## config.mk

```make
export PLATFORM = sky130hd
export DESIGN_NAME = euq_cordic_lane
export DESIGN_NICKNAME = d
export VERILOG_FILES = /design/src/rtl/assert_macros.svh /design/src/rtl/euq_pkg.sv /design/src/rtl/euq_cordic_lane.sv
export SDC_FILE = /design/constraint.sdc
export NUM_CORES = 2
export LEC_CHECK = 0
export BUFFER_PORTS_ARGS = -buffer_cell sky130_fd_sc_hd__buf_2
export CORE_ASPECT_RATIO = 1.1
export CORE_UTILIZATION = 55
export CTS_CLUSTER_DIAMETER = 100
export DETAILED_ROUTE_END_ITERATION = 12
export GPL_TIMING_DRIVEN = 0
export PLACE_DENSITY = 0.82
export SYNTH_ARGS = -nofsm -noshare
export SYNTH_HDL_FRONTEND = slang
export SYNTH_SLANG_ARGS = --single-unit
```

## constraint.sdc

```tcl
create_clock -name clk_i -period 14 [get_ports clk_i]
set_input_delay 4.2 -clock clk_i [delete_from_list [all_inputs] [get_ports clk_i]]
set_output_delay 4.2 -clock clk_i [all_outputs]
set_load 0.02 [all_outputs]
```

## src/rtl/assert_macros.svh

```systemverilog
// Assertion macros shared by the RTL files that check their own logic.
// Depends on a clock named clk_i and an active-low reset named rst_ni in scope.
`ifndef ASSERT_MACROS_SVH
`define ASSERT_MACROS_SVH

// Check a property on every clock edge outside reset.
`define ASSERT_RST(label, prop, msg) \
  label: assert property (@(posedge clk_i) disable iff (!rst_ni) (prop)) \
    else $error(msg);

// Check that a condition implies a consequence in the same cycle, outside reset.
`define ASSERT_IMP(label, ante, cons, msg) \
  label: assert property (@(posedge clk_i) disable iff (!rst_ni) (ante) |-> (cons)) \
    else $error(msg);

`endif

```

## src/rtl/euq_pkg.sv

```systemverilog
// Shared types and constants for the Euler-to-quaternion pipeline.
// Depends on nothing; used by the CORDIC lanes, the combiner and the top level.
package euq_pkg;

  localparam int unsigned XW = 33;
  localparam int unsigned ZW = 34;
  localparam int unsigned QW = 16;
  localparam int unsigned MaxStages = 32;
  localparam int unsigned LaneExtra = 2;
  localparam int unsigned CombLatency = 3;

  localparam logic signed [XW-1:0] GainQ30 = 33'sd652032875;
  localparam logic signed [QW-1:0] Q14One = 16'sd16384;

  localparam logic signed [31:0] AtanTab [MaxStages] = '{
    32'sd1073741824, 32'sd633866812, 32'sd334917814, 32'sd170009512,
    32'sd85334662, 32'sd42708930, 32'sd21359676, 32'sd10680490,
    32'sd5340326, 32'sd2670174, 32'sd1335088, 32'sd667544,
    32'sd333772, 32'sd166886, 32'sd83443, 32'sd41722,
    32'sd20861, 32'sd10430, 32'sd5215, 32'sd2608,
    32'sd1304, 32'sd652, 32'sd326, 32'sd163,
    32'sd81, 32'sd41, 32'sd20, 32'sd10,
    32'sd5, 32'sd3, 32'sd1, 32'sd1
  };

  typedef struct packed {
    logic signed [QW-1:0] cos_q14;
    logic signed [QW-1:0] sin_q14;
  } trig_t;

  function automatic logic signed [QW-1:0] sat_q14(input logic signed [47:0] v);
    logic signed [QW-1:0] r;
    if (v > 48'sd16384) begin
      r = Q14One;
    end else if (v < -48'sd16384) begin
      r = -Q14One;
    end else begin
      r = v[QW-1:0];
    end
    return r;
  endfunction

endpackage

```

## src/rtl/euq_cordic_lane.sv

```systemverilog
// One pipelined rotation-mode CORDIC lane: half-angle cosine and sine in Q1.14.
// Depends on euq_pkg.
module euq_cordic_lane import euq_pkg::*; #(
  parameter int unsigned ANGLE_WIDTH   = 16,
  parameter int unsigned CORDIC_STAGES = 16
) (
  input  logic                   clk_i,
  input  logic                   en_i,
  input  logic [ANGLE_WIDTH-1:0] angle_i,
  output trig_t                  trig_o
);

  localparam int unsigned NumStages =
    (CORDIC_STAGES < MaxStages) ? CORDIC_STAGES : MaxStages;

  logic signed [XW-1:0] x_d [NumStages+1];
  logic signed [XW-1:0] y_d [NumStages+1];
  logic signed [ZW-1:0] z_d [NumStages+1];
  logic signed [XW-1:0] x_q [NumStages+1];
  logic signed [XW-1:0] y_q [NumStages+1];
  logic signed [ZW-1:0] z_q [NumStages+1];
  logic signed [47:0]   cos_rnd;
  logic signed [47:0]   sin_rnd;
  trig_t                trig_d;
  trig_t                trig_q;

  // Load: scale the angle so that the half angle has pi at 2^32.
  always_comb begin
    x_d[0] = GainQ30;
    y_d[0] = '0;
    z_d[0] = ZW'({{(ZW-ANGLE_WIDTH){angle_i[ANGLE_WIDTH-1]}}, angle_i}) <<< (32-ANGLE_WIDTH);
  end

  for (genvar i = 0; i < NumStages; i++) begin : g_stage
    logic signed [XW-1:0] y_sh;
    logic signed [XW-1:0] x_sh;
    logic signed [ZW-1:0] atan_v;

    assign y_sh   = y_q[i] >>> i;
    assign x_sh   = x_q[i] >>> i;
    assign atan_v = ZW'(AtanTab[i]);

    always_comb begin
      if (z_q[i][ZW-1]) begin
        x_d[i+1] = x_q[i] + y_sh;
        y_d[i+1] = y_q[i] - x_sh;
        z_d[i+1] = z_q[i] + atan_v;
      end else begin
        x_d[i+1] = x_q[i] - y_sh;
        y_d[i+1] = y_q[i] + x_sh;
        z_d[i+1] = z_q[i] - atan_v;
      end
    end
  end

  // Round to Q1.14 and saturate.
  assign cos_rnd        = (48'(x_q[NumStages]) + 48'sd32768) >>> 16;
  assign sin_rnd        = (48'(y_q[NumStages]) + 48'sd32768) >>> 16;
  assign trig_d.cos_q14 = sat_q14(cos_rnd);
  assign trig_d.sin_q14 = sat_q14(sin_rnd);

  always_ff @(posedge clk_i) begin
    if (en_i) begin
      x_q    <= x_d;
      y_q    <= y_d;
      z_q    <= z_d;
      trig_q <= trig_d;
    end
  end

  assign trig_o = trig_q;

endmodule

```

==> results.md <==
- Simple-gate share of the synthesized area: 12.7%
- Critical Path Start Type: input pin
- Post-synthesis average cell area: 9.69 um^2
- Number of CTS-inserted buffers: 155
- Beginning of the critical path: en_i
- Global-route wire length before repair: 448,000 um
- FFs w/ async S/R, synth: 0%
- Final setup vio count: 0
- Post-detail-place hpwl: 220,000 um
- Cell count after synthesis: 12,100
- Maximum fanout along the worst path: approximately 190
- Number of placed instances, taps included: 14,900
- Top-area cell type share of the netlist area: 36.2%
- Initial Utilization: 55.4%
- Die span in y: around 490 um
- Total negative slack for setup checks: 0 ns
- # Max-Cap Violations: 0
- Total Routing Usage GR: roughly a quarter
- Count of unresolved DRC violations after routing: 0
- Num ports: 50
- First-pass iteration count of the detailed router: 6
- Total overflow reported by the global router: 0
- Type of the most critical hold path: reg -> reg
- Total wire length after detailed routing: 282,000 um
- Data required time of the worst path: about 14 ns
- Synth Cell Area: 0.117 mm^2
- Worst setup path endpoint: x_q[463]
- Sequential share of the synthesized area: 36.2%
- Final routed wire length divided by cell count: 18.6 um
- Synth-to-Final Area Change: 7.95%
- Cell type with the highest aggregate area in the netlist: sky130_fd_sc_hd__edfxtp_1
- Worst r2r dst: g_stage[10].y_sh[22]
- Clock insertion delay at the later pin of the skew report: 0.85 ns
- Vias post-DR: 92,000
- Final instance count without filler cells: 15,200
- Worst setup path category: in -> reg
- Endpoints failing hold: 0
- Count of pins over their slew limit: 0
- Net count after synthesis: 13,500
- Most frequently used cell type in the post-synthesis netlist: sky130_fd_sc_hd__edfxtp_1
- Routability cong.: 0.990
- Most used standard cells in the synthesized netlist: sky130_fd_sc_hd__edfxtp_1 (1,411), sky130_fd_sc_hd__ha_1 (1,351), sky130_fd_sc_hd__a21oi_1 (1,331)
- Floorplan die width: 442 um
- Worst Max-Slew Pin Slew: 1.34 ns
- H-tree level count: 4
- Crit path capture type: flop
- RSZ-0062 raised after global routing: false
- Top_reg_cell synth: sky130_fd_sc_hd__edfxtp_1
- Post-CTS setup buffers: 0
- Vias in the first global route: 89,500
- Initial detailed-routing violation count: 5,923
- Part of the cycle the worst path needs: about half
- Run status: finished clean
- Clock root cell: sky130_fd_sc_hd__clkbuf_16
- Full die area: 0.215 mm^2
- R2R Setup Slk: 7.29 ns
- Post_cts resized: 0
- PortBufs: 49
- Worst reg-to-reg path cell count: 16
- Share of synthesized cell area in full adder, half adder and majority cells: around 15%
- Worst reg2reg path startpoint: z_q[271]
- Crit path time final: 7.04 ns
- Relative slew margins: between 9 and 10%
- Routed vias/inst: 6.06
- Total core area: 0.211 mm^2
- FF+latch count, synth: 1,411
- Synthesized-area fraction occupied by ao, oa, aoi and oai cells: 19.6%
- Cell types with the largest area share after synthesis: sky130_fd_sc_hd__edfxtp_1 (36%), sky130_fd_sc_hd__ha_1 (14%), sky130_fd_sc_hd__xnor2_1 (8.4%), sky130_fd_sc_hd__a21oi_1 (5.7%), sky130_fd_sc_hd__xor2_1 (4.7%)
- Site Rows: 177
- Worst-case clock buffer depth: 3
- Maximum achievable frequency: 142 MHz
- Number of warnings issued by yosys: 0
- Count of distinct cell types in the synthesized netlist: 103
- Count of nets left with antenna violations after detail routing: 0
- Combinational family with the most area after synthesis: compound AO/OA/AOI/OAI gates
- Number of antenna violations at the first check in global routing: 3
- Data arrival time of the worst path: around 7.5 ns
- Ratio of cells with drive above 1 in the final layout: 3.58%
- # fillers: about 17,000
- Proportion of synthesized area in mux cells: 1.03%
- Largest net degree at the start of global routing: 188
- Total of hold buffers inserted after clock tree synthesis: 0
- Clock tree sinks: 1,411
- TritonCTS clock tree: built
- Area share of xor/xnor cells in the synthesized design: 13.1%
- Number of nets in the final layout: 13,700
- Final Skew: 0.0645 ns
- Clock slew at the register clock pins of the worst setup and hold paths: approximately 0.060 ns
- Number of flops mapped to enable cells by yosys: 1,411
==> worst max-delay path, cell delays in order <==
cell                     delay (ns)
sky130_fd_sc_hd__buf_12        0.08
sky130_fd_sc_hd__buf_16        0.31
sky130_fd_sc_hd__buf_16        0.54
sky130_fd_sc_hd__buf_16        0.54
sky130_fd_sc_hd__buf_16        0.45
sky130_fd_sc_hd__buf_16        0.58
==> worst min path at each step <==
| stage | from | endpoint | slack [ns] | depth (start not counted) |
|---|---|---|---|---|
| 2_1_floorplan | z_q[172] | z_q[138] | 0.40 | 0 |
| 3_3_place_gp | z_q[568] | z_q[534] | 0.40 | 0 |
| 3_5_place_dp | z_q[570] | z_q[536] | 0.40 | 0 |
| 4_1_cts | z_q[570] | z_q[536] | 0.42 | 0 |
| 5_1_grt | z_q[207] | z_q[173] | 0.42 | 0 |
| 6_report | z_q[570] | z_q[536] | 0.42 | 0 |
==> kinds of logic after synthesis <==
| logic type | after synthesis |
|---|---|
| XOR/XNOR | 1755 |
| AO/OA/AOI/OAI | 3625 |
| AND/OR/NAND/NOR | 3087 |
| multiplexers | 114 |
| other | 1 |
| adder cells (fa/ha/maj) | 1389 |
| buffers and inverters | 699 |
| flip-flops | 1411 |
==> layout by cell type (no fill, tap or decap), drive strengths merged, types with 39 or more instances in the layout <==
cell / instances
o21bai: 178
a211oi: 99
nor3b: 51
a21boi: 75
xnor2: 1123
clkbuf: 325
a31oi: 128
inv: 515
o41ai: 41
a21oi: 1331
nand2b: 158
nor2b: 173
a21o: 638
o31ai: 42
ha: 1351
or4: 41
nor4: 74
nand2: 530
nand4: 83
or2: 39
buf: 100
nor2: 1109
mux2: 50
nand3: 210
or3: 60
clkinv: 71
nor3: 305
o211ai: 57
and2: 62
xor2: 632
o21ai: 543
and3: 126
o21a: 194
mux2i: 64
edfxtp: 1411
==> routing by layer <==
metal / track usage [%] / share of wire (%) / vias up
met5: 0 / 0.0071 / -
met4: 15.0 / 6.1 / 2
met3: 2.76 / 4.1 / 864
li1: - / - / 45300
met1: 26.7 / 38 / 43400
met2: 48.4 / 52 / 2527
==> stage by stage <==
step	setup slack (ns)	instance area (um^2)	hold slack [ns]	utilization (%)
6_report	6.96	126000	0.418	59.8
3_5_place_dp	5.95	121000	0.405	57.3
2_1_floorplan	9.35	117000	0.400	-
3_3_place_gp	-13.73	121000	0.401	57.1
5_1_grt	6.64	126000	0.423	59.8
4_1_cts	6.85	126000	0.418	59.8
==> final cells by class <==
cell class,count,area (um^2),area share [%]
antenna,4,10.0,0.00792
buffer,188,724,0.573
clock buffer,179,3970,3.14
clock inverter,105,1350,1.07
inverter,511,1920,1.52
multi-input combinational,9971,72100,57.0
sequential,1411,42400,33.5
tap,2774,3470,2.75
timing repair buffer,58,508,0.402
==> flip-flops by register name, indices dropped and copies added (netlist names) <==
name and flops:
g_stage.y_sh 345, trig_o 32, x_q 137, z_q 436, g_stage.x_sh 325, y_q 136
Power is left out: the tool's default activity adds up to more than one toggle a clock period on the data nets, which glitch-free logic cannot reach.
